<file path="src/hw/rtl/gpib_three_wire_handshake_assert.svh">
// ----------------------------------------------------------------------------
// GPIB three-wire handshake assertion macros
// Concurrent assertion helpers used by the handshake RTL.
// ----------------------------------------------------------------------------
`ifndef GPIB_THREE_WIRE_HANDSHAKE_ASSERT_SVH
`define GPIB_THREE_WIRE_HANDSHAKE_ASSERT_SVH

`ifndef ASSERT_OFF

// Same-cycle implication, checked outside reset.
`define GPIB3W_ASSERT_IMPL(lbl, clk, rstn, ante, cons) \
  lbl: assert property (@(posedge clk) disable iff (!(rstn)) (ante) |-> (cons)) \
    else $error("gpib handshake check failed");

// Next-cycle implication, checked outside reset.
`define GPIB3W_ASSERT_NEXT(lbl, clk, rstn, ante, cons) \
  lbl: assert property (@(posedge clk) disable iff (!(rstn)) (ante) |=> (cons)) \
    else $error("gpib handshake check failed");

`else

`define GPIB3W_ASSERT_IMPL(lbl, clk, rstn, ante, cons)
`define GPIB3W_ASSERT_NEXT(lbl, clk, rstn, ante, cons)

`endif

`endif

</file>
<file path="src/hw/rtl/gpib3w_pkg.sv">
// ----------------------------------------------------------------------------
// GPIB three-wire handshake package
// Phase codes, bus command codes, status codes, register indexes, reset values and the line drive type.
// ----------------------------------------------------------------------------
`default_nettype none

package gpib3w_pkg;

  // Handshake phases.
  localparam logic [2:0] PH_IDLE         = 3'd0;
  localparam logic [2:0] PH_RX_DAV_LOW   = 3'd1;
  localparam logic [2:0] PH_RX_DAV_HIGH  = 3'd2;
  localparam logic [2:0] PH_TX_NRFD_HIGH = 3'd3;
  localparam logic [2:0] PH_TX_NRFD_LOW  = 3'd4;
  localparam logic [2:0] PH_TX_NDAC_HIGH = 3'd5;

  // Bus commands received under ATN.
  localparam logic [7:0] CMD_UNLISTEN    = 8'h3F;
  localparam logic [7:0] CMD_UNTALK      = 8'h5F;
  localparam logic [2:0] CMD_LISTEN_GRP  = 3'b001;
  localparam logic [2:0] CMD_TALK_GRP    = 3'b010;

  // Transmit status codes.
  localparam logic [1:0] TX_NONE         = 2'd0;
  localparam logic [1:0] TX_TAKEN        = 2'd1;
  localparam logic [1:0] TX_SENT         = 2'd2;
  localparam logic [1:0] TX_TIMEOUT      = 2'd3;

  // Configuration register indexes.
  localparam logic REG_DEVICE_ADDRESS    = 1'b0;
  localparam logic REG_HANDSHAKE_TIMEOUT = 1'b1;

  localparam logic [4:0]  DEVICE_ADDRESS_RST = 5'd8;
  localparam logic [23:0] TIMEOUT_RST        = 24'd65535;
  localparam logic [7:0]  BUS_RELEASED       = 8'hFF;

  // Open-drain drive levels, 1 releases the line.
  typedef struct packed {
    logic [7:0] bus;
    logic       eoi;
    logic       ndac;
    logic       nrfd;
    logic       dav;
  } line_drives_t;

  localparam line_drives_t LINES_RELEASED = '{bus: 8'hFF, eoi: 1'b1, ndac: 1'b1,
                                              nrfd: 1'b1, dav: 1'b1};

endpackage

`default_nettype wire

</file>
<file path="src/hw/rtl/gpib_three_wire_handshake.sv">
// Path: a transfer in is registered in the input register, then its result is
//   registered in the result register once that register is free to advance.
// Throughput: one tick per cycle while the result side is ready; a stall on
//   out_tready holds the input register and its tick.
// Reset: synchronous, active low; phase idle, flags clear, all lines released,
//   address 8 and timeout 65535.
// ----------------------------------------------------------------------------
// GPIB three-wire handshake device
// Listener and talker handshake engine driven by sampled bus line ticks.
// ----------------------------------------------------------------------------
`default_nettype none
`include "gpib_three_wire_handshake_assert.svh"

module gpib_three_wire_handshake
  import gpib3w_pkg::*;
#(
  parameter int COUNT_WIDTH = 24
) (
  input  wire logic        clk,
  input  wire logic        rst_n,
  // Configuration write port.
  input  wire logic        cfg_we,
  input  wire logic        cfg_index,
  input  wire logic [23:0] cfg_wdata,
  // Input ticks.
  input  wire logic        in_tvalid,
  output logic             in_tready,
  // ifc_line[0], atn_line[1], dav_line[2], nrfd_line[3], ndac_line[4],
  // eoi_line[5], bus_lines[13:6], tx_offer[14], tx_value[22:15], zero fill.
  input  wire logic [23:0] in_tdata,
  input  wire logic        in_tlast,   // tx_final
  // Results.
  output logic             out_tvalid,
  input  wire logic        out_tready,
  // dav_drive[0], nrfd_drive[1], ndac_drive[2], eoi_drive[3], bus_drive[11:4],
  // rx_strobe[12], rx_value[20:13], listening[21], talking[22],
  // tx_status[24:23], zero fill.
  output logic [31:0]      out_tdata,
  output logic             out_tlast   // rx_final
);

  localparam int LIM_W = (COUNT_WIDTH > 24) ? COUNT_WIDTH : 24;

  // Configuration registers.
  logic [4:0]  dev_addr_r;
  logic [23:0] timeout_r;

  always_ff @(posedge clk) begin
    if (!rst_n) begin
      dev_addr_r <= DEVICE_ADDRESS_RST;
      timeout_r  <= TIMEOUT_RST;
    end else if (cfg_we) begin
      if (cfg_index == REG_DEVICE_ADDRESS) begin
        dev_addr_r <= cfg_wdata[4:0];
      end else begin
        timeout_r <= cfg_wdata;
      end
    end
  end

  // Input register and output register handshake.
  logic        in_valid_r;
  logic [23:0] in_data_r;
  logic        in_last_r;
  logic        out_valid_r;
  logic [31:0] out_data_r;
  logic        out_last_r;
  logic        advance;
  logic        fire;

  assign advance   = !out_valid_r || out_tready;
  assign in_tready = !in_valid_r || advance;
  assign fire      = in_valid_r && advance;

  always_ff @(posedge clk) begin
    if (!rst_n) begin
      in_valid_r <= 1'b0;
    end else if (in_tready) begin
      in_valid_r <= in_tvalid;
    end
  end

  always_ff @(posedge clk) begin
    if (in_tvalid && in_tready) begin
      in_data_r <= in_tdata;
      in_last_r <= in_tlast;
    end
  end

  // Unpack the registered tick.
  logic       ifc_l, atn_l, dav_l, nrfd_l, ndac_l, eoi_l, offer;
  logic [7:0] bus_l, tx_val;

  assign ifc_l  = in_data_r[0];
  assign atn_l  = in_data_r[1];
  assign dav_l  = in_data_r[2];
  assign nrfd_l = in_data_r[3];
  assign ndac_l = in_data_r[4];
  assign eoi_l  = in_data_r[5];
  assign bus_l  = in_data_r[13:6];
  assign offer  = in_data_r[14];
  assign tx_val = in_data_r[22:15];

  // Handshake state.
  logic [2:0]             phase_r, phase_nxt;
  logic                   listen_r, listen_nxt;
  logic                   talk_r, talk_nxt;
  logic                   cmd_mode_r, cmd_mode_nxt;
  logic [COUNT_WIDTH-1:0] wait_count_r, wait_count_nxt;
  logic [7:0]             held_byte_r, held_byte_nxt;
  logic                   held_final_r, held_final_nxt;
  line_drives_t           lines_r, lines_nxt;

  // Wait limit: zero counts as one, clipped to the counter range.
  logic [LIM_W-1:0]       timeout_ext, cmax_ext, limit_ext;
  logic [COUNT_WIDTH-1:0] limit, wait_inc;
  logic                   expired;

  assign timeout_ext = LIM_W'(timeout_r);
  assign cmax_ext    = LIM_W'({COUNT_WIDTH{1'b1}});
  assign limit_ext   = (timeout_ext > cmax_ext) ? cmax_ext : timeout_ext;

  always_comb begin
    limit = limit_ext[COUNT_WIDTH-1:0];
    if (limit == '0) begin
      limit = COUNT_WIDTH'(1);
    end
  end

  assign wait_inc = (wait_count_r < limit) ? wait_count_r + COUNT_WIDTH'(1) : wait_count_r;
  assign expired  = (wait_inc >= limit);

  // Next-state logic for one tick.
  logic       rx_done;
  logic       rx_strobe;
  logic [7:0] rx_value;
  logic       rx_final;
  logic [1:0] tx_status;

  always_comb begin
    phase_nxt      = phase_r;
    listen_nxt     = listen_r;
    talk_nxt       = talk_r;
    cmd_mode_nxt   = cmd_mode_r;
    wait_count_nxt = wait_count_r;
    held_byte_nxt  = held_byte_r;
    held_final_nxt = held_final_r;
    lines_nxt      = lines_r;
    rx_done        = 1'b0;
    rx_strobe      = 1'b0;
    rx_value       = 8'd0;
    rx_final       = 1'b0;
    tx_status      = TX_NONE;

    unique case (phase_r)
      PH_RX_DAV_LOW: begin
        if (!dav_l) begin
          lines_nxt.nrfd = 1'b0;
          held_byte_nxt  = ~bus_l;
          held_final_nxt = ~eoi_l;
          lines_nxt.ndac = 1'b1;
          phase_nxt      = PH_RX_DAV_HIGH;
          wait_count_nxt = '0;
        end else begin
          wait_count_nxt = wait_inc;
          if (expired) begin
            lines_nxt.ndac = 1'b1;
            phase_nxt      = PH_IDLE;
            wait_count_nxt = '0;
          end
        end
      end
      PH_RX_DAV_HIGH: begin
        if (dav_l) begin
          lines_nxt.nrfd = 1'b1;
          rx_done        = 1'b1;
        end else begin
          wait_count_nxt = wait_inc;
          rx_done        = expired;
        end
      end
      PH_TX_NRFD_HIGH: begin
        if (nrfd_l) begin
          lines_nxt.bus = ~held_byte_r;
          if (held_final_r) begin
            lines_nxt.eoi = 1'b0;
          end
          lines_nxt.dav  = 1'b0;
          phase_nxt      = PH_TX_NRFD_LOW;
          wait_count_nxt = '0;
        end else begin
          wait_count_nxt = wait_inc;
          if (expired) begin
            tx_status      = TX_TIMEOUT;
            phase_nxt      = PH_IDLE;
            wait_count_nxt = '0;
          end
        end
      end
      PH_TX_NRFD_LOW, PH_TX_NDAC_HIGH: begin
        if ((phase_r == PH_TX_NRFD_LOW) ? !nrfd_l : ndac_l) begin
          if (phase_r == PH_TX_NRFD_LOW) begin
            phase_nxt = PH_TX_NDAC_HIGH;
          end else begin
            lines_nxt.dav = 1'b1;
            lines_nxt.bus = BUS_RELEASED;
            if (held_final_r) begin
              lines_nxt.eoi = 1'b1;
            end
            tx_status = TX_SENT;
            phase_nxt = PH_IDLE;
          end
          wait_count_nxt = '0;
        end else begin
          wait_count_nxt = wait_inc;
          if (expired) begin
            lines_nxt.dav  = 1'b1;
            lines_nxt.bus  = BUS_RELEASED;
            lines_nxt.eoi  = 1'b1;
            tx_status      = TX_TIMEOUT;
            phase_nxt      = PH_IDLE;
            wait_count_nxt = '0;
          end
        end
      end
      default: begin
        wait_count_nxt = '0;
        phase_nxt      = PH_IDLE;
        if (!ifc_l) begin
          listen_nxt = 1'b0;
          talk_nxt   = 1'b0;
          lines_nxt  = LINES_RELEASED;
        end else if (!atn_l || listen_r) begin
          cmd_mode_nxt   = !atn_l;
          lines_nxt.ndac = 1'b0;
          lines_nxt.nrfd = 1'b1;
          phase_nxt      = PH_RX_DAV_LOW;
        end else if (talk_r && offer) begin
          held_byte_nxt  = tx_val;
          held_final_nxt = in_last_r;
          tx_status      = TX_TAKEN;
          phase_nxt      = PH_TX_NRFD_HIGH;
        end
      end
    endcase

    // A finished receive is either a bus command or a data byte.
    if (rx_done) begin
      if (cmd_mode_r) begin
        priority if (held_byte_nxt == CMD_UNLISTEN) begin
          listen_nxt    = 1'b0;
          lines_nxt.bus = BUS_RELEASED;
        end else if (held_byte_nxt == CMD_UNTALK) begin
          talk_nxt      = 1'b0;
          lines_nxt.bus = BUS_RELEASED;
        end else if (held_byte_nxt == {CMD_LISTEN_GRP, dev_addr_r}) begin
          listen_nxt = 1'b1;
          talk_nxt   = 1'b0;
        end else if (held_byte_nxt == {CMD_TALK_GRP, dev_addr_r}) begin
          talk_nxt   = 1'b1;
          listen_nxt = 1'b0;
        end else begin
          listen_nxt = listen_nxt;
        end
      end else begin
        rx_strobe = 1'b1;
        rx_value  = held_byte_nxt;
        rx_final  = held_final_nxt;
      end
      phase_nxt      = PH_IDLE;
      wait_count_nxt = '0;
    end
  end

  // State update on each processed tick.
  always_ff @(posedge clk) begin
    if (!rst_n) begin
      phase_r      <= PH_IDLE;
      listen_r     <= 1'b0;
      talk_r       <= 1'b0;
      cmd_mode_r   <= 1'b0;
      wait_count_r <= '0;
      held_byte_r  <= 8'd0;
      held_final_r <= 1'b0;
      lines_r      <= LINES_RELEASED;
    end else if (fire) begin
      phase_r      <= phase_nxt;
      listen_r     <= listen_nxt;
      talk_r       <= talk_nxt;
      cmd_mode_r   <= cmd_mode_nxt;
      wait_count_r <= wait_count_nxt;
      held_byte_r  <= held_byte_nxt;
      held_final_r <= held_final_nxt;
      lines_r      <= lines_nxt;
    end
  end

  // Result register.
  always_ff @(posedge clk) begin
    if (!rst_n) begin
      out_valid_r <= 1'b0;
    end else if (advance) begin
      out_valid_r <= fire;
    end
  end

  always_ff @(posedge clk) begin
    if (fire) begin
      out_data_r <= {7'd0, tx_status, talk_nxt, listen_nxt, rx_value, rx_strobe,
                     lines_nxt.bus, lines_nxt.eoi, lines_nxt.ndac, lines_nxt.nrfd,
                     lines_nxt.dav};
      out_last_r <= rx_final;
    end
  end

  assign out_tvalid = out_valid_r;
  assign out_tdata  = out_data_r;
  assign out_tlast  = out_last_r;

  // Assertions.
  `GPIB3W_ASSERT_IMPL(a_idle_count_clear, clk, rst_n, phase_r == PH_IDLE, wait_count_r == '0)
  `GPIB3W_ASSERT_IMPL(a_flags_exclusive, clk, rst_n, 1'b1, !(listen_r && talk_r))
  `GPIB3W_ASSERT_IMPL(a_rx_holds_ndac, clk, rst_n, phase_r == PH_RX_DAV_LOW, !lines_r.ndac)
  `GPIB3W_ASSERT_IMPL(a_tx_holds_dav, clk, rst_n,
                      phase_r == PH_TX_NRFD_LOW || phase_r == PH_TX_NDAC_HIGH, !lines_r.dav)
  `GPIB3W_ASSERT_NEXT(a_fire_gives_result, clk, rst_n, fire, out_valid_r)

endmodule

`default_nettype wire

</file>
<file path="config.mk">
export PLATFORM = sky130hd
export DESIGN_NAME = gpib_three_wire_handshake
export DESIGN_NICKNAME = d
export VERILOG_FILES = /design/src/hw/rtl/gpib3w_pkg.sv /design/src/hw/rtl/gpib_three_wire_handshake.sv
export VERILOG_INCLUDE_DIRS = /design/src /design/src/hw/rtl
export SDC_FILE = /design/constraint.sdc
export NUM_CORES = 1
export LEC_CHECK = 0
export BUFFER_PORTS_ARGS = -buffer_cell sky130_fd_sc_hd__buf_4
export CORE_UTILIZATION = 59
export CTS_BUF_LIST = sky130_fd_sc_hd__clkbuf_16
export CTS_CLUSTER_SIZE = 16
export DETAILED_ROUTE_END_ITERATION = 10
export PLACE_DENSITY = 0.84
export REMOVE_ABC_BUFFERS = 1
export SYNTH_ARGS = -nofsm -noshare
export SYNTH_HDL_FRONTEND = slang
export SYNTH_SLANG_ARGS = --single-unit
</file>
<file path="constraint.sdc">
create_clock -name clk -period 6.56 [get_ports clk]
set_clock_uncertainty 0.05 [all_clocks]
set_input_delay 0.656 -clock clk [delete_from_list [all_inputs] [get_ports clk]]
set_output_delay 0.656 -clock clk [all_outputs]
set_load 0.03 [all_outputs]
</file>
# --- Word level (Yosys, flattened, before mapping) ---
# Index checks and enable logic that the tools add are counted.
totals:
  reg_bits: 132
  latch_bits: 0
  ram_bits: 0
  rom_bits: 0
  inputBits: 55
  elab_cells: 149
  mem_count: 0
classes:
  addsub: 1
  n_mul: 0
  n_div: 0
  order_cmp: 3
  eq_ne: 11
  shift: 0
  muxes: 84
  n_bitwise: 6
  reduce_logical: 22
op_table:
  columns: ["op", "n"]
  rows:
  - ["24-bit two-way mux", 9]
  - ["24-bit case mux with 4 select lines", 1]
  - ["8-bit two-way mux", 8]
  - ["9-bit two-way mux", 5]
  - ["1-bit two-way mux", 36]
  - ["9-bit case mux with 3 select lines", 1]
  - ["24-bit by 1-bit adder with 24-bit output (second input constant)", 1]
  - ["24-bit greater-or-equal comparator", 1]
  - ["24-bit greater-than comparator (second input constant)", 1]
  - ["24-bit zero test", 1]
  - ["24-bit less-than comparator", 1]
  - ["2-bit two-way mux", 11]
  - ["3-bit two-way mux", 6]
  - ["8-bit inverter", 2]
  - ["8-bit case mux with 2 select lines", 1]
  - ["3-bit case mux with 4 select lines", 1]
  - ["8-bit by 6-bit equality test with 1-bit output", 1]
  - ["8-bit by 6-bit equality test with 1-bit output (second input constant)", 1]
  - ["8-bit by 7-bit equality test with 1-bit output", 1]
  - ["8-bit by 7-bit equality test with 1-bit output (second input constant)", 1]
  - ["2-bit AND reduction", 4]
  - ["3-bit by 2-bit equality test with 1-bit output (second input constant)", 2]
  - ["3-bit equality test (second input constant)", 2]
  - ["1-bit case mux with 3 select lines", 2]
  - ["14 further kinds", 27]

# --- Depth between registers and ports, before layout ---
# Gate-level depths: netlist (run 1).
depth:
  word_depth: 14
  mapped_depth: 21

# --- Worst setup path after synthesis (run 1) ---
# OpenSTA, ideal clock, no wires.
synth_path:
  path_type: "register to register"
  from: "reg timeout_r[3], in the netlist timeout_ext[3]"
  to: "reg wait_count_r[15]"
  t_arrival_ps: 4643
  required_time_ps: 6448
  path_slack_ps: 1805
  path_stages_with_launch: 22
  n_path_buf: 2
  period_less_slack_ps: 4755
  path_cell_list: "dfxtp_1 -> inv_1 -> ha_1 -> a211oi_1 -> nand4b_1 -> o2111a_1 -> a211oi_1 -> a21boi_2 -> o21ai_1 -> clkbuf_1 -> nor2_1 -> xor2_1 -> ha_1 -> a211oi_2 -> nand2_1 -> or4_4 -> a211oi_4 -> or2_4 -> nand4_4 -> buf_6 -> or4_1 -> nand3_1"
synth_via:
  elab_chain_len: 11
synth_rtl:
  columns: ["element", "line_no", "source"]
  rows:
  - ["start, declared", "gpib_three_wire_handshake.sv:46", "logic [23:0] timeout_r;"]
  - ["start signal, assigned", "gpib_three_wire_handshake.sv:56", "timeout_r <= cfg_wdata;"]
  - ["24-bit greater-than comparator", "gpib_three_wire_handshake.sv:121", "assign limit_ext = (timeout_ext > cmax_ext) ? cmax_ext : timeout_ext;"]
  - ["24-bit two-way mux (*)", "gpib_three_wire_handshake.sv:121", null]
  - ["24-bit zero test", "gpib_three_wire_handshake.sv:125", "if (limit == '0) begin"]
  - ["24-bit two-way mux (*)", "gpib_three_wire_handshake.sv:125", null]
  - ["24-bit less-than comparator", "gpib_three_wire_handshake.sv:130", "assign wait_inc = (wait_count_r < limit) ? wait_count_r + COUNT_WIDTH'(1) : wait_count_r;"]
  - ["24-bit two-way mux", "gpib_three_wire_handshake.sv:130", null]
  - ["24-bit greater-or-equal comparator", "gpib_three_wire_handshake.sv:131", "assign expired = (wait_inc >= limit);"]
  - ["24-bit two-way mux / 1-bit two-way mux (equally long branches)", null, null]
  - ["24-bit two-way mux (tied with other cells)", "gpib_three_wire_handshake.sv:201", "if ((phase_r == PH_TX_NRFD_LOW) ? !nrfd_l : ndac_l) begin"]
  - ["24-bit case mux with 4 select lines / 3-bit inequality test (equally long branches)", null, null]
  - ["24-bit two-way mux / 2-bit AND reduction (equally long branches)", null, null]
  - ["end signal, assigned", "gpib_three_wire_handshake.sv:291", "wait_count_r <= wait_count_nxt;"]
  - ["end, declared", "gpib_three_wire_handshake.sv:109", "logic [COUNT_WIDTH-1:0] wait_count_r, wait_count_nxt;"]
# Every way passes the cells marked *; elsewhere a longest branch is shown, timed or not. The select of a mux whose other input is x is not followed.
# A chain may end at the register's enable or synchronous reset.

# --- Worst setup path in the final report (run 1) ---
layout_path:
  from: "reg wait_count_r[3]"
  to: "reg wait_count_r[20]"
layout_via:
  elab_chain_len: 7
layout_rtl:
  columns: ["element", "line_no"]
  rows:
  - ["24-bit by 1-bit adder with 24-bit output / 24-bit less-than comparator (equally long branches)", "gpib_three_wire_handshake.sv:130"]
  - ["24-bit two-way mux (*)", "gpib_three_wire_handshake.sv:130"]
  - ["24-bit greater-or-equal comparator", "gpib_three_wire_handshake.sv:131"]
  - ["24-bit two-way mux / 1-bit two-way mux (equally long branches)", null]
  - ["24-bit two-way mux (tied with other cells)", "gpib_three_wire_handshake.sv:201"]
  - ["24-bit case mux with 4 select lines / 3-bit inequality test (equally long branches)", null]
  - ["24-bit two-way mux / 2-bit AND reduction (equally long branches)", null]
# Marked as above.

==> impl_results.md, run 1 <==
* Clk slew on worst S/H paths at 0.06 ns
* Row count at 42
* IO Pins at 90
* Part of the power in registers at 42.3%
* Initial core utilization at 60.37%
* Max-slew violations at 0
* Synth warn at 0
* Slew Limit Headroom at between 20 and 25%
* All-Layer GR Usage at 29.38%
* Largest net degree at the start of global routing at 65
* First-pass GRT wire length at 32370 µm
* Top FF cell, synth: dfxtp_1
* R2R Path Start: wait_count_r[3]$_SDFFE_PN0P_
* Mapped Avg Cell Area at approximately 9.1 µm²
* Footprint of the multi-input gates at 4422 µm²
* Final GP Congestion at roughly 0.9
* Clk pwr share at 46.9%
* Synthesized flop and latch total at 132
* Dpl cells at between 1k and 1.5k
* Layout cell share with drive strength beyond 1 at 15.92%
* Hold Slack at 0.3504 ns
* # Max-Cap Violations at 0
* DP HPWL at 13650 µm
* Fin. Hold Viols at 0
* Die ar. at 13960 µm²
* Setup TNS at 0 ns
* Die H at 118.2 µm
* TritonRoute pass-1 iters at 5
* Hold buffer count at cts at 0
* Clock Path Buffers at 2
* Wirelength per Cell at 17.95 µm
* Run status: finished, final reports clean
* CP Data Arrival Time at between 6 and 7 ns
* Fin crit period at 5.773 ns
* GRT overflow at 0
* Static Leak at a little under 4 nW
* Final Cycle Share at roughly 88%
* Yosys top cell area share at 20.62%
* Post-synth top area cell: dfxtp_1
* P_int at ~0.0016 W
* TritonCTS clock tree: yes
* CP Class: flip-flop to flip-flop
* Seq/Total Area, Yosys at ~39%
* Slowest cell delay on critical path at between 0.8 and 0.9 ns
* Synth top area cells: dfxtp_1 21%, edfxtp_1 19%, ha_1 7.7%
* Area delta synth->final at 15.82%
* Peak supply drop at about 170 µV
* Diode count at 0
* Final WL at around 20000 µm
* Comb power frac at 10.8%
* Max Fclk at 173.2 MHz
* Crit path launch: wait_count_r[3]$_SDFFE_PN0P_
* Initial antenna violation count at 0
* Vias in the first global route at 6566
* Switching Fraction at 24.23%
* # DRC at 0
* ANT nets after route at 0
* Fin nets at 1033
* Power Density at 234.0 nW/µm²
* Post-cts repair resize count at 0
* Final setup fails at 0
* Number of fill cells at approximately 1k
* Actual slew at the worst max-slew pin at about 1.1 ns
* Port bufs at 81
* CTS Buf Count at 17
* Crit path cell chain: ha_1 -> a211oi_1 -> nand4b_1 -> o2111a_1 -> a211oi_1 -> a21boi_2 -> o21a_1 -> nand3_1 -> xnor2_1 -> ha_1 -> a211oi_2 -> nand2_1 -> or4_4 -> a211oi_4 -> o2111a_1 -> o311ai_0 -> nand3_1
* Root buffer cell: clkbuf_16
* Synth cell types at 85
* Post-DR vias/cell at 6.263
* Post-synth EDFFs at 50
* CP required at 6.87 ns
* H-tree depth at 4
* NetSw at 0.0005230 W
* CP Max Fanout at 21
* Worst Hold Class: input port to flip-flop
* RSZ-0062 raised after global routing: false
* Reg area at 3143 µm²
* Critical hold path startpoint: in_tdata[20]
* TritonCTS Sinks at 132
* Finished Layout Cells at 1118
* Mapped Cells at approximately 870
* Setup Fix Bufs, Post-CTS at 0
* Crit path capture type: flip-flop
* Iter 0 DRT Violations at just over 700
* Skew-Pair Late Insertion Delay at around 0.43 ns
* Via count at 7002
* Core Box Area at 13190 µm²
* Chip Width at 118.2 µm
* Asr flop ratio synth at 0%
* Synth Cell Area at 7963 µm²
* Worst Setup Start Kind: flip-flop
* Slowest cell on crit path: o2111a_1
-- placed cells by master (no fill, tap or decap), types with 8 or more instances in the layout --
| master | n |
|---|---|
| a211oi_1 | 10 |
| a21boi_0 | 12 |
| a21o_1 | 23 |
| a21oi_1 | 21 |
| a31oi_1 | 10 |
| a32oi_1 | 8 |
| and2_1 | 15 |
| and3_1 | 8 |
| buf_4 | 88 |
| clkbuf_16 | 17 |
| dfxtp_1 | 82 |
| edfxtp_1 | 50 |
| ha_1 | 49 |
| inv_1 | 43 |
| nand2_1 | 103 |
| nand3_1 | 24 |
| nand3b_1 | 10 |
| nand4_1 | 17 |
| nor2_1 | 49 |
| nor2b_1 | 10 |
| nor3_1 | 25 |
| nor4_1 | 12 |
| o211a_1 | 8 |
| o211ai_1 | 33 |
| o21a_1 | 13 |
| o21ai_0 | 45 |
| o21ai_2 | 8 |
| xnor2_1 | 21 |
| xor2_1 | 8 |
-- final cells by class --
| type | count | area share [%] |
|---|---|---|
| multi-input combinational | 649 | 47.94 |
| sequential | 132 | 34.08 |
| timing repair buffer | 88 | 7.163 |
| clock buffer | 17 | 4.613 |
| tap | 176 | 2.388 |
| clock inverter | 15 | 2.144 |
| inverter | 41 | 1.669 |
-- synthesized netlist by cell type (all sizes together) (14+ instances only) --
library cell    n
nand2         104
nand4          18
nor4           14
a21oi          22
clkbuf         29
and2           15
dfxtp          82
ha             49
xnor2          21
o21ai          55
buf            26
nor2           49
a21o           23
nand3          24
inv            40
o211ai         33
nor3           27
edfxtp         50
-- metal layers --
| layer | GRT usage, % | vias up | wire length (µm) | share of wire, % |
|---|---|---|---|---|
| met1 | 39.16 | 3298 | 8680 | 43 |
| met3 | 5.695 | 51 | 1547 | 7.7 |
| met4 | 12.34 | 0 | 533 | 2.7 |
| li1 | - | 3347 | - | - |
| met2 | 46.69 | 306 | 9304 | 46 |
| met5 | 0 | - | 0 | 0 |
-- logic make-up after synthesis --
group	count (synthesis)	share of synthesized area, %
and+or+nand+nor	312	20.66
DFF	132	39.47
xor gates and xnor gates	29	3.190
muxes	6	0.7543
AOI/OAI and AO/OA	246	22.89
other	1	0.04709
adders and majority gates	49	7.700
buffers and inverters	96	5.280
-- metrics by stage --
stage | setup WS, ns | area, µm² | util, % | total power [W]
after floorplan | 1.123 | 7719 | - | 0.001067
after global placement | 1.012 | 8600 | 65.20 | 0.001148
after detailed placement | 0.9615 | 8600 | 65.20 | 0.001155
after CTS | 0.8653 | 9223 | 69.92 | 0.002155
after global routing | 0.4104 | 9223 | 69.92 | 0.002219
final | 0.7871 | 9223 | 69.92 | 0.002158
-- power by group through the flow --
stage                     Clock, W  Sequential [W]  Combinational (W)
final                      0.00101        0.000912           0.000233
after global routing       0.00105        0.000916           0.000255
after CTS                  0.00101        0.000911           0.000230
after detailed placement         0        0.000928           0.000227
after global placement           0        0.000927           0.000221
after floorplan                  0        0.000932           0.000134
-- critical path, delay by kind of cell (launching register included) --
kind	cells	cell delay, ns
AOI/OAI and AO/OA	9	3.28
and+or+nand+nor	5	1.18
adders and majority gates	2	0.51
DFF	1	0.49
xor gates and xnor gates	1	0.17
-- state kept, by name (all words and copies together), names as in the netlist, 3 cells and up --
register / cells
timeout_ext: 24
dev_addr_r: 5
in_data_r: 23
held_byte_r: 8
wait_count_r: 24
phase_r: 3
out_tdata: 25
lines_r: 12
-- final timing paths --
| check | end | slack (ns) | cells after the start |
|---|---|---|---|
| max | wait_count_r[20]$_SDFFE_PN0P_ | 0.79 | 17 |
| min | in_data_r[20]$_DFFE_PP_ | 0.35 | 1 |
| max reg2reg | wait_count_r[20]$_SDFFE_PN0P_ | 0.79 | 17 |
| min reg2reg | timeout_ext[17]$_SDFFE_PN0P_ | 0.44 | 2 |
No activity file was read; power rests on OpenSTA's default activity.
==> inputs of run 2 (changes only) <==
Settings changed: ABC_AREA from default to 1, CORE_UTILIZATION 59 to 60, PLACE_DENSITY 0.84 to 0.85, SLEW_MARGIN from default to 20.
==> impl_results.md, run 2 <==
* Run status: finished, final reports clean
* DP HPWL at 13590 µm (-0.39%)
* Synth cell count leaders: 259 x nand2_1, 133 x inv_1, 103 x a21oi_1
* Final setup fails at 0 (unchanged)
* Post-synth EDFFs at 50 (unchanged)
* CTS Buf Count at 17 (unchanged)
* # DRC at 0 (unchanged)
* Synth warn at 0 (unchanged)
* Row count at 42 (unchanged)
* Max-slew violations at 0 (unchanged)
* RSZ-0062 raised after global routing: false
* Via count at 7703 (+10%)
* Synth Area in Simple Gates at 26.97% (+6.3 points)
* Footprint of the multi-input gates at 4245 µm² (-4.0%)
* Post-synth top area cell: dfxtp_1
* Synthesized flop and latch total at 132 (unchanged)
* Asr flop ratio synth at 0% (unchanged)
* Die H at 118.4 µm (+0.19%)
* Adder-Cell Fraction of Synth Area at 7.543% (-0.16 points)
* Fin nets at 1277 (+24%)
* CP top delay family: simple AND/OR/NAND/NOR gates
* Setup Fix Bufs, Post-CTS at 0 (unchanged)
* Synth Area in XOR/XNOR at 2.263% (-0.93 points)
* CP Class: flip-flop to flip-flop
* TritonRoute pass-1 iters at 5 (unchanged)
* Fin crit period at 4.767 ns (-1.006 ns)
* Worst Hold Class: input port to flip-flop
* Port bufs at 81 (unchanged)
* Number of fill cells at 1122 (+10%)
* Wirelength per Cell at 14.35 µm (-20%)
* TritonCTS Sinks at 132 (unchanged)
* Root buffer cell: clkbuf_16
* Final Cycle Share at 72.67% (-15 points)
* Peak supply drop at 183.3 µV (+6.3%)
* Hold buffer count at cts at 0 (unchanged)
* H-tree depth at 4 (unchanged)
* Synth Cell Area at 8128 µm² (+2.1%)
* Synth top area cells: dfxtp_1 20%, edfxtp_1 18%, nand2_1 12%
* ANT nets after route at 0 (unchanged)
* Max Fclk at 209.8 MHz (+21%)
* Slew Limit Headroom at 29.74% (+5.3 points)
* Area delta synth->final at 15.07%
* First-pass GRT wire length at 32710 µm (+1.0%)
* GRT overflow at 0 (unchanged)
* Synth cell types at 43 (-49%)
* CP most frequent cell: nand2_1
* Slowest cell delay on critical path at 0.49 ns (-0.32 ns)
* Top FF cell, synth: dfxtp_1
* Worst Setup Start Kind: flip-flop
* Initial antenna violation count at 0 (unchanged)
* CP Data Arrival Time at 4.87 ns (-1.22 ns)
* Mapped Cells at 1104 (+27%)
* # Max-Cap Violations at 0 (unchanged)
* Mux cell area share after synthesis at 0% (-0.75 points)
* TritonCTS clock tree: yes
* Compound-cell area share of the yosys netlist at 15.13% (-7.8 points)
* Power Density at 221.4 nW/µm² (-5.4%)
* Static Leak at 4.170 nW (+8.1%)
* Vias in the first global route at 6989 (+6.4%)
* Design Power at 0.002071 W (-4.0%)
* Fin. Hold Viols at 0 (unchanged)
* Dpl cells at 1330 (+22%)
* Commonest non-fill, non-tap cell in the layout: nand2_1
* Mapped Avg Cell Area at 7.362 µm² (-19%)
* Post-cts repair resize count at 0 (unchanged)
* Final WL at 19540 µm (-2.6%)
* Yosys top cell area share at 20.20% (-0.42 points)
* Max FFs per register at 25 (unchanged)
* Clk slew on worst S/H paths at 0.06 ns (about the same)
* CP required at 6.66 ns (-0.21 ns)
* Largest net degree at the start of global routing at 49 (-25%)
* Crit path capture type: flip-flop
* Most frequent cells in the layout: 259 x nand2_1, 135 x inv_1, 103 x a21oi_1
* Iter 0 DRT Violations at 739 (+3.6%)
* Actual slew at the worst max-slew pin at 1.053 ns (-0.08015 ns)
* Seq/Total Area, Yosys at 38.67% (-0.80 points)
* Chip Width at 118.4 µm (+0.19%)
* CP bufs+invs at 5 (+5)
* Die ar. at 14020 µm² (+0.37%)
* All-Layer GR Usage at 29.31% (-0.066 points)
* IO Pins at 90 (unchanged)
* Reg area at 3143 µm² (unchanged)
* Slowest cell on crit path: or2_1
* Finished Layout Cells at 1362 (+22%)
* Initial core utilization at 61.38% (+1.0 points)
* Largest family of logic cells by synthesized area: simple AND/OR/NAND/NOR gates
* Skew-Pair Late Insertion Delay at 0.43 ns (about the same)
* Setup TNS at 0 ns (unchanged)
* Core Box Area at 13240 µm² (+0.40%)
* Most numerous cell in the Yosys netlist: nand2_1
* Layout cell share with drive strength beyond 1 at 13.41% (-2.5 points)
* Clock Path Buffers at 2 (unchanged)
* CP Max Fanout at 25 (+19%)
* Final GP Congestion at 0.9039 (-1.1%)
* Post-DR vias/cell at 5.656 (-9.7%)
* Diode count at 0 (unchanged)
-- run 2: cells by family after synthesis --
group           after synthesis
compound gates              216
xor+xnor                     21
fa+ha+maj                    49
buf+inv                     186
flops                       132
other cells                   1
simple gates                499
-- run 2: worst paths after layout --
kind                                              startpoint  depth (start not counted)  slack [ns]                    endpoint
worst max-delay path            timeout_ext[23]$_SDFFE_PN0P_                         25        1.79      out_tdata[7]$_DFFE_PP_
worst min-delay path                             in_tdata[7]                          1        0.35      in_data_r[7]$_DFFE_PP_
worst max register to register  timeout_ext[23]$_SDFFE_PN0P_                         25        1.79      out_tdata[7]$_DFFE_PP_
worst min register to register    dev_addr_r[1]$_SDFFE_PN0P_                          2        0.43  dev_addr_r[1]$_SDFFE_PN0P_
-- run 2: stage by stage --
| step | util, % | worst slack, ns | hold slack [ns] | instance area [µm²] |
|---|---|---|---|---|
| global route | 70.63 | 1.333 | 0.3421 | 9353 |
| floorplan | - | 1.602 | 0.3740 | 7918 |
| CTS | 70.63 | 1.900 | 0.3457 | 9353 |
| finish | 70.63 | 1.793 | 0.3530 | 9353 |
| detailed placement | 66.50 | 1.900 | 0.4193 | 8806 |
| global placement | 66.50 | 2.000 | 0.4148 | 8806 |
-- run 2: report_power, final --
| part | switching (W) | internal (W) |
|---|---|---|
| logic | 0.000176 | 0.0000928 |
| clock network | 0.000362 | 0.000516 |
| registers | 0.0000276 | 0.000896 |
| total | 0.000566 | 0.00150 |
-- run 2: cell type report --
| class | count | share of cell area, % |
|---|---|---|
| well taps | 176 | 2.355 |
| inverters | 141 | 5.659 |
| multi-input cells | 792 | 45.39 |
| repair buffers | 89 | 7.144 |
| clock inverters | 15 | 1.298 |
| clock buffers | 17 | 4.548 |
| flip-flops and latches | 132 | 33.61 |
-- run 2: worst reg2reg max path, cell delays in order, from the launching register on --
cell and delay, ns:
dfxtp_1 0.33, inv_1 0.08, ha_1 0.30, nand2_1 0.08, nor2_1 0.16, nand4_1 0.20
nor4_1 0.30, nand2_1 0.09, buf_4 0.23, nand2_1 0.11, buf_4 0.27, nand2_1 0.13
nand2_1 0.09, inv_1 0.05, ha_1 0.28, nand2_1 0.06, inv_1 0.03, nor2_1 0.08
o21ai_0 0.13, nand2_1 0.09, nand2_1 0.11, a21oi_1 0.20, nand4_1 0.17, nand3_1 0.24
or2_1 0.49, nand2_2 0.13
-- run 2: layer usage --
metal	wire length, µm	vias to the layer above	global-route usage, %
li1	-	3824	-
met5	0	-	0
met4	364	0	11.00
met2	8674	365	45.55
met3	1896	34	5.888
met1	8605	3480	40.34
==> inputs of run 3 (changes only) <==
Settings changed: CORE_UTILIZATION 60 to 54, PLACE_DENSITY 0.85 to 0.81.
Clock period 6.56 ns to 4.35 ns, I/O delays scaled along.
==> impl_results.md, run 3 (synthesized netlist as in run 2, its figures left out) <==
* CP Max Fanout at 6 (-76%)
* Chip Width at 124.7 µm (+5.3%)
* Fin crit period at 4.227 ns (-0.5403 ns)
* Most frequent cells in the layout: 246 x nand2_1, 127 x inv_1, 97 x buf_4
* Area delta synth->final at 22.12%
* Initial antenna violation count at 0 (unchanged)
* Finished Cell Area at 9926 µm² (+6.1%)
* Placed Area at 8889 µm² (+0.94%)
* Iter 0 DRT Violations at 846 (+14%)
* All-Layer GR Usage at 27.44% (-1.9 points)
* Final Cycle Share at 97.16% (+24 points)
* Crit path capture type: flip-flop
* Worst Hold Class: input port to flip-flop
* Core Box Area at 14590 µm² (+10%)
* Fin. Hold Viols at 0 (unchanged)
* Via count at 7834 (+1.7%)
* Actual slew at the worst max-slew pin at 1.028 ns (-0.02461 ns)
* # DRC at 0 (unchanged)
* CP Data Arrival Time at 4.53 ns (-0.34 ns)
* DP HPWL at 14800 µm (+8.9%)
* First-pass GRT wire length at 34310 µm (+4.9%)
* Final WL at 21890 µm (+12%)
* Peak supply drop at 268.2 µV (+46%)
* Power Density at 333.4 nW/µm² (+51%)
* Setup TNS at 0 ns (unchanged)
* Commonest non-fill, non-tap cell in the layout: nand2_1
* Skew-Pair Late Insertion Delay at 0.43 ns (about the same)
* Static Leak at 4.345 nW (+4.2%)
* CP required at 4.66 ns (-2.00 ns)
* Largest net degree at the start of global routing at 48 (-2.0%)
* GRT overflow at 0 (unchanged)
* Max Fclk at 236.6 MHz (+13%)
* CTS Buf Count at 17 (unchanged)
* Vias in the first global route at 7221 (+3.3%)
* # Max-Cap Violations at 0 (unchanged)
* FF-to-FF setup slack at 0.12 ns (-1.67 ns)
* Die H at 124.7 µm (+5.3%)
* Slew Limit Headroom at 31.39% (+1.6 points)
* Fin nets at 1296 (+1.5%)
* Wirelength per Cell at 15.76 µm (+9.8%)
* Final setup fails at 0 (unchanged)
* Port bufs at 81 (unchanged)
* Hold buffer count at cts at 0 (unchanged)
* TritonCTS Sinks at 132 (unchanged)
* TritonRoute pass-1 iters at 6 (+1)
* Slowest cell on crit path: dfxtp_2
* Slowest cell delay on critical path at 0.35 ns (-0.14 ns)
* Max FFs per register at 25 (unchanged)
* Clk slew on worst S/H paths at 0.06 ns (about the same)
* Diode count at 0 (unchanged)
* Root buffer cell: clkbuf_16
* ANT nets after route at 0 (unchanged)
* TritonCTS clock tree: yes
* Row count at 44 (+4.8%)
* Layout cell share with drive strength beyond 1 at 19.50% (+6.1 points)
* Core Util, Final at 68.04% (-2.6 points)
* CP Class: flip-flop to flip-flop
* H-tree depth at 4 (unchanged)
* Run status: finished, final reports clean
* Initial core utilization at 55.71% (-5.7 points)
* Final GP Congestion at 0.9552 (+5.7%)
* CP most frequent cell: nand2_1
* Worst Setup Start Kind: flip-flop
* Design Power at 0.003309 W (+60%)
* Clock Path Buffers at 2 (unchanged)
* Post-DR vias/cell at 5.640 (-0.28%)
* Die ar. at 15550 µm² (+11%)
* IO Pins at 90 (unchanged)
* Max-slew violations at 0 (unchanged)
[run 3: cell count changes in the layout (fill, tap and decap cells not counted), sizes merged]
| cell | delta |
|---|---|
| clkinv | -4 |
| buf | +15 |
| clkbuf | +4 |
| inv | +1 |
| bufinv | +3 |
[run 3: path summary, 6_finish.rpt]
| kind | startpoint | cells past startpoint | endpoint |
|---|---|---|---|
| worst max register to register | timeout_ext[21]$_SDFFE_PN0P_ | 30 | wait_count_r[14]$_SDFFE_PN0P_ |
| worst max-delay path | timeout_ext[21]$_SDFFE_PN0P_ | 30 | wait_count_r[14]$_SDFFE_PN0P_ |
| worst min register to register | in_data_r[1]$_DFFE_PP_ | 1 | cmd_mode_r$_SDFFE_PN0P_ |
| worst min-delay path | in_tdata[19] | 1 | in_data_r[19]$_DFFE_PP_ |
[run 3: metal layers]
layer | vias up | GRT usage (%) | wire length (µm)
li1 | 3859 | - | -
met1 | 3582 | 37.19 | 9621
met2 | 347 | 43.06 | 10040
met3 | 46 | 5.369 | 1771
met4 | 0 | 10.56 | 459
met5 | - | 0 | 0
[run 3: timing repair]
| item | in CTS | in global routing |
|---|---|---|
| setup buffers | 0 | 5 |
| setup endpoints to repair | 0 | 63 |
| gates resized for setup | 0 | 79 |
[run 3: power by group]
part / internal (W) / switching (W)
clock network: 0.000943 / 0.000541
registers: 0.00135 / 0.0000430
logic: 0.000149 / 0.000283
total: 0.00244 / 0.000867
[run 3: critical path: cells and delay by family, from the launching register on]
kind / cells / cell delay (ns)
and+or+nand+nor: 16 / 1.98
buffers and inverters: 10 / 0.99
adders and majority gates: 2 / 0.53
DFF: 1 / 0.35
AOI/OAI and AO/OA: 2 / 0.21
[run 3: layout make-up]
cell class / count / area [µm²]
fillers: 1174 / 4663
multi-input cells: 792 / 4488
flip-flops and latches: 132 / 3152
repair buffers: 108 / 923.4
inverters: 141 / 531.8
clock buffers: 17 / 425.4
well taps: 184 / 230.2
clock inverters: 15 / 175.2
[run 3: per-stage QoR]
| stage | instances | hold WS, ns | setup WS, ns |
|---|---|---|---|
| global route | 1389 | 0.1196 | -0.06740 |
| global placement | 1346 | 0.4113 | 0.2565 |
| finish | 1389 | 0.1271 | 0.1234 |
| floorplan | 1065 | 0.3740 | -0.6080 |
| CTS | 1378 | 0.1221 | 0.03971 |
| detailed placement | 1346 | 0.4128 | 0.06322 |
